File: src/rtl/core/char_lcd_nibble_writer_defines.svh
// ----------------------------------------------------------------------------
// Assertion macros for the character display nibble writer
// Concurrent checks on clk, disabled while the reset is high.
// ----------------------------------------------------------------------------
`ifndef CHAR_LCD_NIBBLE_WRITER_DEFINES_SVH
`define CHAR_LCD_NIBBLE_WRITER_DEFINES_SVH

`ifndef NO_ASSERTIONS

// property must hold at every edge out of reset
`define CLNW_ASSERT(label, clk, rst, prop) \
  label: assert property (@(posedge clk) disable iff (rst) prop) \
    else $error("%m: check failed");

// condition must never be seen out of reset
`define CLNW_NEVER(label, clk, rst, cond) \
  label: assert property (@(posedge clk) disable iff (rst) !(cond)) \
    else $error("%m: forbidden condition seen");

`else

`define CLNW_ASSERT(label, clk, rst, prop)
`define CLNW_NEVER(label, clk, rst, cond)

`endif

`endif

File: src/rtl/core/clnw_pkg.sv
// ----------------------------------------------------------------------------
// clnw_pkg
// Types and constants shared by the nibble writer controller and datapath.
// ----------------------------------------------------------------------------
package clnw_pkg;

  localparam int unsigned NUM_DIGITS = 10;
  localparam int unsigned BIN_BITS   = 32;
  localparam int unsigned BCD_BITS   = 4 * NUM_DIGITS;

  localparam logic [7:0] ASCII_ZERO = 8'd48;

  typedef enum logic [1:0] {
    KIND_CMD    = 2'd0,
    KIND_CHAR   = 2'd1,
    KIND_CURSOR = 2'd2,
    KIND_NUMBER = 2'd3
  } kind_t;

  typedef enum logic [2:0] {
    ST_IDLE,
    ST_CONVERT,
    ST_SKIP,
    ST_HIGH,
    ST_LOW
  } state_t;

  typedef struct packed {
    logic load;       // capture a new request
    logic conv_step;  // one shift-add-3 step of the decimal conversion
    logic dec_idx;    // move to the next lower digit
    logic emit_low;   // drive the low nibble instead of the high one
  } cmd_t;

  typedef struct packed {
    logic conv_last;  // final conversion step is under way
    logic lead_zero;  // current digit is a leading zero that can be dropped
    logic last_byte;  // current byte is the final one of the request
  } status_t;

endpackage

File: src/rtl/core/clnw_datapath.sv
// ----------------------------------------------------------------------------
// clnw_datapath
// Request registers, bit-serial binary to BCD converter and nibble selection.
// ----------------------------------------------------------------------------
module clnw_datapath (
  input  logic                      clk,
  input  logic                      rst,
  input  clnw_pkg::cmd_t            cmd,
  output clnw_pkg::status_t         status,
  input  clnw_pkg::kind_t           kind,
  input  logic [7:0]                byte_value,
  input  logic                      row,
  input  logic [5:0]                column,
  input  logic [31:0]               number,
  output logic [3:0]                nibble,
  output logic                      reg_select,
  output logic                      last
);
  import clnw_pkg::*;

  logic [7:0]          byte_reg;
  logic                rs;
  logic                is_num;
  logic [BCD_BITS-1:0] bcd;
  logic [BIN_BITS-1:0] bin;
  logic [4:0]          count;
  logic [3:0]          idx;

  logic [BCD_BITS-1:0] bcd_adj;
  logic [3:0]          digit;
  logic [7:0]          cur_byte;

  // add 3 to every digit of 5 or more before the shift
  always_comb begin
    for (int i = 0; i < NUM_DIGITS; i++) begin
      if (bcd[4*i +: 4] >= 4'd5) begin
        bcd_adj[4*i +: 4] = bcd[4*i +: 4] + 4'd3;
      end else begin
        bcd_adj[4*i +: 4] = bcd[4*i +: 4];
      end
    end
  end

  assign digit    = bcd[{idx, 2'b00} +: 4];
  assign cur_byte = is_num ? (ASCII_ZERO + {4'd0, digit}) : byte_reg;

  always_ff @(posedge clk) begin
    if (rst) begin
      count <= '0;
    end else if (cmd.load) begin
      count <= '0;
    end else if (cmd.conv_step) begin
      count <= count + 5'd1;
    end
  end

  always_ff @(posedge clk) begin
    if (cmd.load) begin
      is_num <= (kind == KIND_NUMBER);
      rs     <= (kind == KIND_CHAR) || (kind == KIND_NUMBER);
      bcd    <= '0;
      bin    <= number;
      idx    <= 4'(NUM_DIGITS - 1);
      case (kind)
        KIND_CMD, KIND_CHAR: byte_reg <= byte_value;
        KIND_CURSOR:         byte_reg <= {1'b1, row, column};
        default:             byte_reg <= '0;
      endcase
    end else begin
      if (cmd.conv_step) begin
        {bcd, bin} <= {bcd_adj[BCD_BITS-2:0], bin, 1'b0};
      end
      if (cmd.dec_idx) begin
        idx <= idx - 4'd1;
      end
    end
  end

  assign status.conv_last = (count == 5'd31);
  assign status.lead_zero = (digit == 4'd0) && (idx != 4'd0);
  assign status.last_byte = !is_num || (idx == 4'd0);

  assign nibble     = cmd.emit_low ? cur_byte[3:0] : cur_byte[7:4];
  assign reg_select = rs;
  assign last       = cmd.emit_low && status.last_byte;

endmodule

File: src/rtl/core/clnw_ctrl.sv
// ----------------------------------------------------------------------------
// clnw_ctrl
// Sequencer: capture, decimal conversion, leading zero skip, nibble output.
// ----------------------------------------------------------------------------
`include "char_lcd_nibble_writer_defines.svh"

module clnw_ctrl (
  input  logic                clk,
  input  logic                rst,
  input  logic                in_valid,
  output logic                in_ready,
  input  clnw_pkg::kind_t     kind,
  output logic                out_valid,
  input  logic                out_ready,
  output clnw_pkg::cmd_t      cmd,
  input  clnw_pkg::status_t   status
);
  import clnw_pkg::*;

  state_t state, state_next;
  logic   in_fire;
  logic   out_fire;

  assign in_fire  = in_valid && in_ready;
  assign out_fire = out_valid && out_ready;

  always_ff @(posedge clk) begin
    if (rst) begin
      state <= ST_IDLE;
    end else begin
      state <= state_next;
    end
  end

  always_comb begin
    state_next = state;
    case (state)
      ST_IDLE: begin
        if (in_valid) begin
          state_next = (kind == KIND_NUMBER) ? ST_CONVERT : ST_HIGH;
        end
      end
      ST_CONVERT: begin
        if (status.conv_last) begin
          state_next = ST_SKIP;
        end
      end
      ST_SKIP: begin
        if (!status.lead_zero) begin
          state_next = ST_HIGH;
        end
      end
      ST_HIGH: begin
        if (out_ready) begin
          state_next = ST_LOW;
        end
      end
      ST_LOW: begin
        if (out_ready) begin
          state_next = status.last_byte ? ST_IDLE : ST_HIGH;
        end
      end
      default: state_next = ST_IDLE;
    endcase
  end

  always_comb begin
    in_ready      = 1'b0;
    out_valid     = 1'b0;
    cmd           = '0;
    case (state)
      ST_IDLE: begin
        in_ready = 1'b1;
        cmd.load = in_valid;
      end
      ST_CONVERT: cmd.conv_step = 1'b1;
      ST_SKIP:    cmd.dec_idx = status.lead_zero;
      ST_HIGH:    out_valid = 1'b1;
      ST_LOW: begin
        out_valid    = 1'b1;
        cmd.emit_low = 1'b1;
        cmd.dec_idx  = out_ready && !status.last_byte;
      end
      default: ;
    endcase
  end

  `CLNW_NEVER(a_no_overlap, clk, rst, in_ready && out_valid)
  `CLNW_ASSERT(a_byte_kinds_emit, clk, rst, (in_fire && kind != KIND_NUMBER) |=> (state == ST_HIGH))
  `CLNW_ASSERT(a_conv_to_skip, clk, rst, (state == ST_CONVERT && status.conv_last) |=> (state == ST_SKIP))
  `CLNW_ASSERT(a_last_frees_input, clk, rst, (out_fire && cmd.emit_low && status.last_byte) |=> in_ready)

endmodule

File: src/rtl/core/char_lcd_nibble_writer.sv
// Command, character and cursor requests show the first nibble in the cycle after accept.
// Numbers: after accept the decimal conversion runs, then each leading zero is dropped before the first nibble.
// Each byte goes out as two nibbles, one per cycle while out_ready is high; 2 to 20 per request.
// One request at a time: a new request is taken only after the last nibble of the previous one has gone out.
// Reset: synchronous, active high; returns the sequencer to idle, ready for a request.
// ----------------------------------------------------------------------------
// char_lcd_nibble_writer
// Turns display requests into 4-bit bus words with register select.
// ----------------------------------------------------------------------------
module char_lcd_nibble_writer (
  input  logic        clk,
  input  logic        rst,
  input  logic        in_valid,
  output logic        in_ready,
  input  logic [1:0]  kind,
  input  logic [7:0]  byte_value,
  input  logic        row,
  input  logic [5:0]  column,
  input  logic [31:0] number,
  output logic        out_valid,
  input  logic        out_ready,
  output logic [3:0]  nibble,
  output logic        reg_select,
  output logic        last
);
  import clnw_pkg::*;

  cmd_t    cmd;
  status_t status;
  kind_t   kind_in;

  assign kind_in = kind_t'(kind);

  clnw_ctrl u_ctrl (
    .clk       (clk),
    .rst       (rst),
    .in_valid  (in_valid),
    .in_ready  (in_ready),
    .kind      (kind_in),
    .out_valid (out_valid),
    .out_ready (out_ready),
    .cmd       (cmd),
    .status    (status)
  );

  clnw_datapath u_datapath (
    .clk        (clk),
    .rst        (rst),
    .cmd        (cmd),
    .status     (status),
    .kind       (kind_in),
    .byte_value (byte_value),
    .row        (row),
    .column     (column),
    .number     (number),
    .nibble     (nibble),
    .reg_select (reg_select),
    .last       (last)
  );

endmodule

File: config.mk
export PLATFORM = sky130hd
export DESIGN_NAME = char_lcd_nibble_writer
export DESIGN_NICKNAME = d
export VERILOG_FILES = /design/src/rtl/core/clnw_pkg.sv /design/src/rtl/core/clnw_datapath.sv /design/src/rtl/core/clnw_ctrl.sv /design/src/rtl/core/char_lcd_nibble_writer.sv
export VERILOG_INCLUDE_DIRS = /design/src /design/src/rtl/core
export SDC_FILE = /design/constraint.sdc
export NUM_CORES = 1
export LEC_CHECK = 0
export ABC_AREA = 1
export BUFFER_PORTS_ARGS = -buffer_cell sky130_fd_sc_hd__buf_2
export CAP_MARGIN = 10
export CORE_MARGIN = 5
export CORE_UTILIZATION = 63
export CTS_CLUSTER_DIAMETER = 120
export DETAILED_ROUTE_END_ITERATION = 8
export PLACE_DENSITY_LB_ADDON = 0.3
export SKIP_LAST_GASP = 1
export SYNTH_ARGS = -nofsm -noshare
export SYNTH_HDL_FRONTEND = slang
export SYNTH_SLANG_ARGS = --single-unit
export TNS_END_PERCENT = 10
File: constraint.sdc
create_clock -name clk -period 4.7 [get_ports clk]
set_input_delay 0.94 -clock clk [delete_from_list [all_inputs] [get_ports clk]]
set_output_delay 0.94 -clock clk [all_outputs]
set_load 0.005 [all_outputs]
# Yosys cells after proc, flatten, opt, wreduce, memory -nomap -nowiden
# Index checks and enable logic that the tools add are counted.
# totals
regBits,94
input_bits,53
wordCells,91
output_inout_bits,8
# classes
add_sub_neg,13
muxes,29
magnitude_cmp,10
reduce_logical,17
shifts,1
eq_ne,13
# op_table
operator,n
$mux 32,2
$ge 4x3->1 const B,10
$mux 4,10
$shiftx 40x7->4,1
$add 4x2->4 const B,9
$mux 3,6
$pmux 8 s2,1
$pmux 3 s5,1
$ne 2x2->1 const B,5
$logic_not 4->1,2
$mux 8,1
$add 6x4->7 const A,1
$eq 3x2->1 const B,2
$reduce_or 2->1,3
$add 5x1->5 const B,1
$eq 5x5->1 const B,1
$mux 1,5
$reduce_and 5->1,1
$eq 2x2->1 const B,2
$mux 2,2
$reduce_bool 4->1,1
$sub 4x1->4 const B,1
$add 3x2->3 const B,1
$eq 3x1->1 const B,1
other kinds (9),13

# Longest topological paths before layout
# depth
word_depth,5
ltp_mapped,14
ltp_nobuf,12

# Cells and area by module
# Synthesis repeated with hierarchy kept, for this count alone.
# unflattened
cells_unflattened,673
hier_area_um2,5108.6
# by_module_without_submodules
mod,instances,seq_area_each_um2,cells_each,area_per_inst_um2
clnw_datapath,1,2242.2,625,4829.6
clnw_ctrl,1,60.1,48,279.0

# Worst setup path after synthesis
# Ideal clock, no wire load.
# synth_timing
path_kind,input port to flip-flop
start,input port in_valid
end,"register u_datapath.bin[0], enable pin"
path_buffers,1
arrival_time_ns,1.733
path_slack_ns,2.590
cell_stages,3
path_cell_list,nand2_1 > nand2_1 > buf_2
# synth_between
elab_chain_cells,2
# synth_lines
item,line,text
"start, declared",char_lcd_nibble_writer.sv:13,"input logic in_valid,"
$mux 1,clnw_ctrl.sv:71,case (state)
$reduce_bool 2->1 (no line),--,
"end signal, assigned",clnw_datapath.sv:62,bin <= number;
"end signal, assigned",clnw_datapath.sv:71,"{bcd, bin} <= {bcd_adj[BCD_BITS-2:0], bin, 1'b0};"
"end, declared",clnw_datapath.sv:25,logic [BIN_BITS-1:0] bin;
# Every way passes these cells.
# A chain may end at the register's enable or synchronous reset.

# Worst setup path in the final report
# layout_timing
start,register u_datapath.idx[0]
end,output port nibble[2]
# layout_between
elab_chain_cells,4
# layout_lines
item,line,text
"start, declared",clnw_datapath.sv:27,logic [3:0] idx;
"start signal, assigned",clnw_datapath.sv:63,idx <= 4'(NUM_DIGITS - 1);
"start signal, assigned",clnw_datapath.sv:74,idx <= idx - 4'd1;
$shiftx 40x7->4,clnw_datapath.sv:44,"assign digit = bcd[{idx, 2'b00} +: 4];"
$add 6x4->7,clnw_datapath.sv:45,"assign cur_byte = is_num ? (ASCII_ZERO + {4'd0, digit}) : byte_reg;"
$mux 8,clnw_datapath.sv:45,
$mux 4,clnw_datapath.sv:83,assign nibble = cmd.emit_low ? cur_byte[3:0] : cur_byte[7:4];
"end, declared",char_lcd_nibble_writer.sv:22,"output logic [3:0] nibble,"
# Every way passes these cells.

==> summary.md <==
| Metric | Value |
|---|---|
| Status | `completed` |
| Critical path capture point type | `primary output` |
| Gr usage total | `0.2243` |
| Crit path time final | `~3.2 ns` |
| Synth Area in Compound Gates | `0.1390` |
| Fin. max-slew vios | `0` |
| Hold Vio Cnt, Final | `0` |
| Final setup fails | `0` |
| Cell variety after synth | `34` |
| Min-delay worst type | `reg2reg` |
| PnR worst setup slack | `~1.5 ns` |
| Setup TNS | `0 ns` |
| GPL Wtd Cong | `roughly 0.83` |
| Layout cell share with drive strength beyond 1 | `0.1488` |
| CTS Buffer Depth | `2` |
| Worst Clk Skew | `0.009457 ns` |
| Layout fillers | `around 660` |
| Syn-to-layout area delta | `8.956%` |
| PD cells | `590.4 mW/mm^2` |
| DR vias | `4484` |
| Buffer and inverter count on the worst path | `2` |
| Worst Tran Pin Value | `approximately 1.1 ns` |
| Die Y | `between 100 and 150 microns` |
| Synth Area in Adders | `0.05522` |
| WP depth | `9` |
| Vias in the first global route | `around 4200` |
| First-pass GRT wire length | `roughly 19000 microns` |
| Via density | `5.396` |
| Crit path cell chain | `inv_8, nand2_1, nand3_1, nand3_1, nand3_1, nand2_2, nand3_1, o21ai_0, buf_2` |
| Max reg flops | `40` |
| Gates resized, CTS repair | `0` |
| I/O pin cnt | `~60` |
| Die area | `between 0.01 and 0.015 sq mm` |
| WS Path Type | `reg2out` |
| WP data required | `between 3 and 4 ns` |
| Area leader, netlist | `edfxtp_1` |
| Flops & latches, synth | `94` |
| LEAKAGE | `2.715 nW` |
| Initial antenna violation count | `0` |
| DRC viols | `0` |
| Post-route ant nets | `0` |
| Sequential-to-total area share from yosys stat | `0.4418` |
| DP Worst Slack | `1.807 ns` |
| Area after DPL | `roughly 0.0055 sq mm` |
| CTS H-tree depth | `3` |
| # rows | `33` |
| Critical path's slowest cell | `dfxtp_1` |
| CP arrival | `~2.3 ns` |
| Top Family by Delay on Critical Path | `flip-flops` |
| RSZ-0062 raised after global routing | `no` |
| Mapped cell area | `~0.0052 sq mm` |
| CTS tree | `built` |
| Commonest cells after routing, fill and taps aside | `nand2_1 (172), inv_1 (83), buf_2 (60), nor2_1 (57), o21ai_0 (53)` |
| Largest cells by area after synthesis | `edfxtp_1 (24%), dfxtp_1 (20%), nand2_1 (12%)` |
| DRT Pass-1 Iters | `4` |
| Root Buffer | `clkbuf_8` |
| Final Util | `0.6980` |
| Hold Crit Depth | `2` |
| Initial Util | `0.6407` |
| Number of clock sinks | `94` |
| Syn_nets | `around 750` |
| Cell depth of the worst flop-to-flop path | `7` |
| # diodes | `0` |
| Syn. warnings | `0` |
| Main combinational cell family by area after synthesis | `simple AND/OR/NAND/NOR gates` |
| Clk_lat worst skew | `~0.37 ns` |
| Simple-Gate Fraction of Synth Area | `0.2526` |
| Largest net degree at the start of global routing | `roughly 50` |
| Post-CTS Setup Bufs | `0` |
| Dpl hpwl | `7505 microns` |
| Wirelength per Cell | `approximately 13 microns` |
| Final net count | `~800` |
| Die X-Extent | `101.0 microns` |
| Clk slew on worst S/H paths | `0.09 ns` |
| Fin Hold WS | `between 0.4 and 0.5 ns` |
| IR drop worst, VDD | `a little under 0.4 mV` |
| Port buffer count | `60` |
| Placed cells | `815` |
| Num CTS Buffers | `9` |
| Avg Cell Area, Syn | `~7.7 sq um` |
| Routed wire length | `between 10000 and 15000 microns` |
| CORE AREA | `a little over 0.008 sq mm` |
| Xor/xnor share of the synthesized area | `0.01176` |
| Total power | `3.352 mW` |
| Crit-path max FO | `28` |
| Fin crit share | `0.6892` |
| Top cell type's share of synthesized area | `0.2420` |
| Commonest non-fill, non-tap cell in the layout | `nand2_1` |
| DR iter-0 viols | `259` |
| Startpoint Class | `register` |
| Grt ovf | `0` |
| Max-cap violation count | `0` |
| Final Non-Filler Cells | `831` |
| Most used cell, CP | `nand3_1` |
| Slew margin rel. | `0.2816` |
| Syn Inst Count | `673` |
| Fmax | `approximately 310 MHz` |
| CTS Hold Buffers Added | `0` |
| Design Area, Final | `0.005678 sq mm` |
| Reg-to-reg setup timing slack | `about 2.2 ns` |
| Proportion of synthesized area in mux cells | `0` |
| Slowest stage delay, CP | `1.01 ns` |
## logic make-up (layout without fill, tap and decap cells)
| kind of cell | after synthesis | after routing |
|---|---|---|
| AO/OA/AOI/OAI | 126 | 126 |
| adder cells (fa/ha/maj) | 23 | 23 |
| flip-flops | 94 | 94 |
| buffers and inverters | 117 | 170 |
| XOR/XNOR | 7 | 7 |
| AND/OR/NAND/NOR | 306 | 306 |
## routing by layer
metal,wire length [microns],part of all wire,up-vias,GRT usage
met4,126,0.012,0,0.06237
met3,603,0.056,13,0.05190
li1,-,-,2304,-
met2,5261,0.49,109,0.3889
met5,0,0,-,0
met1,4752,0.44,2058,0.2800
## synthesized netlist by cell type
library cell / number
o211ai_1: 5
o22ai_1: 2
nand2_4: 2
inv_2: 5
clkbuf_1: 12
inv_1: 83
buf_12: 2
buf_6: 4
nand3_4: 1
buf_2: 8
inv_8: 1
nand4_1: 1
xor2_1: 7
o21ai_0: 53
nor2_1: 57
o32ai_1: 4
o221ai_1: 2
nor2_2: 1
o21ai_1: 1
nand3_2: 5
nor2_4: 1
o311ai_0: 12
a21oi_2: 1
nand3_1: 48
a31oi_2: 1
a21oi_1: 45
nor3_1: 6
ha_1: 23
or2_2: 2
dfxtp_1: 52
clkinv_1: 2
nand2_1: 173
nand2_2: 9
edfxtp_1: 42
## worst reg2reg max path: stages, from the launching register on
cell and delay, ns:
dfxtp_1 0.42, nor2_1 0.08, nand2_1 0.11, inv_1 0.06, nand2_1 0.08, buf_4 0.42, nand2_2 0.77, o21ai_0 0.47
## path summary, 6_finish.rpt
path                       start                   to
max reg2reg      u_ctrl.state[2]   u_datapath.bcd[34]
max            u_datapath.idx[0]            nibble[2]
min          u_datapath.count[4]  u_datapath.count[4]
min reg2reg  u_datapath.count[4]  u_datapath.count[4]
## final cells by class
type                    count  area (sq um)  area share
repair buffers             63         322.8     0.05685
well taps                 105         131.4     0.02314
clock buffers              10         127.6     0.02248
flip-flops and latches     94          2302      0.4055
multi-input cells         462          2392      0.4213
clock inverters             6         52.55    0.009255
inverters                  91         349.1     0.06148
## report_power, final
part	switching, mW	total [mW]	internal, mW	leakage, nW
logic	0.941	1.41	0.473	1.80
clock network	0.307	0.509	0.202	0.0858
registers	0.187	1.43	1.24	0.830
(Power assumes the default switching activity.)
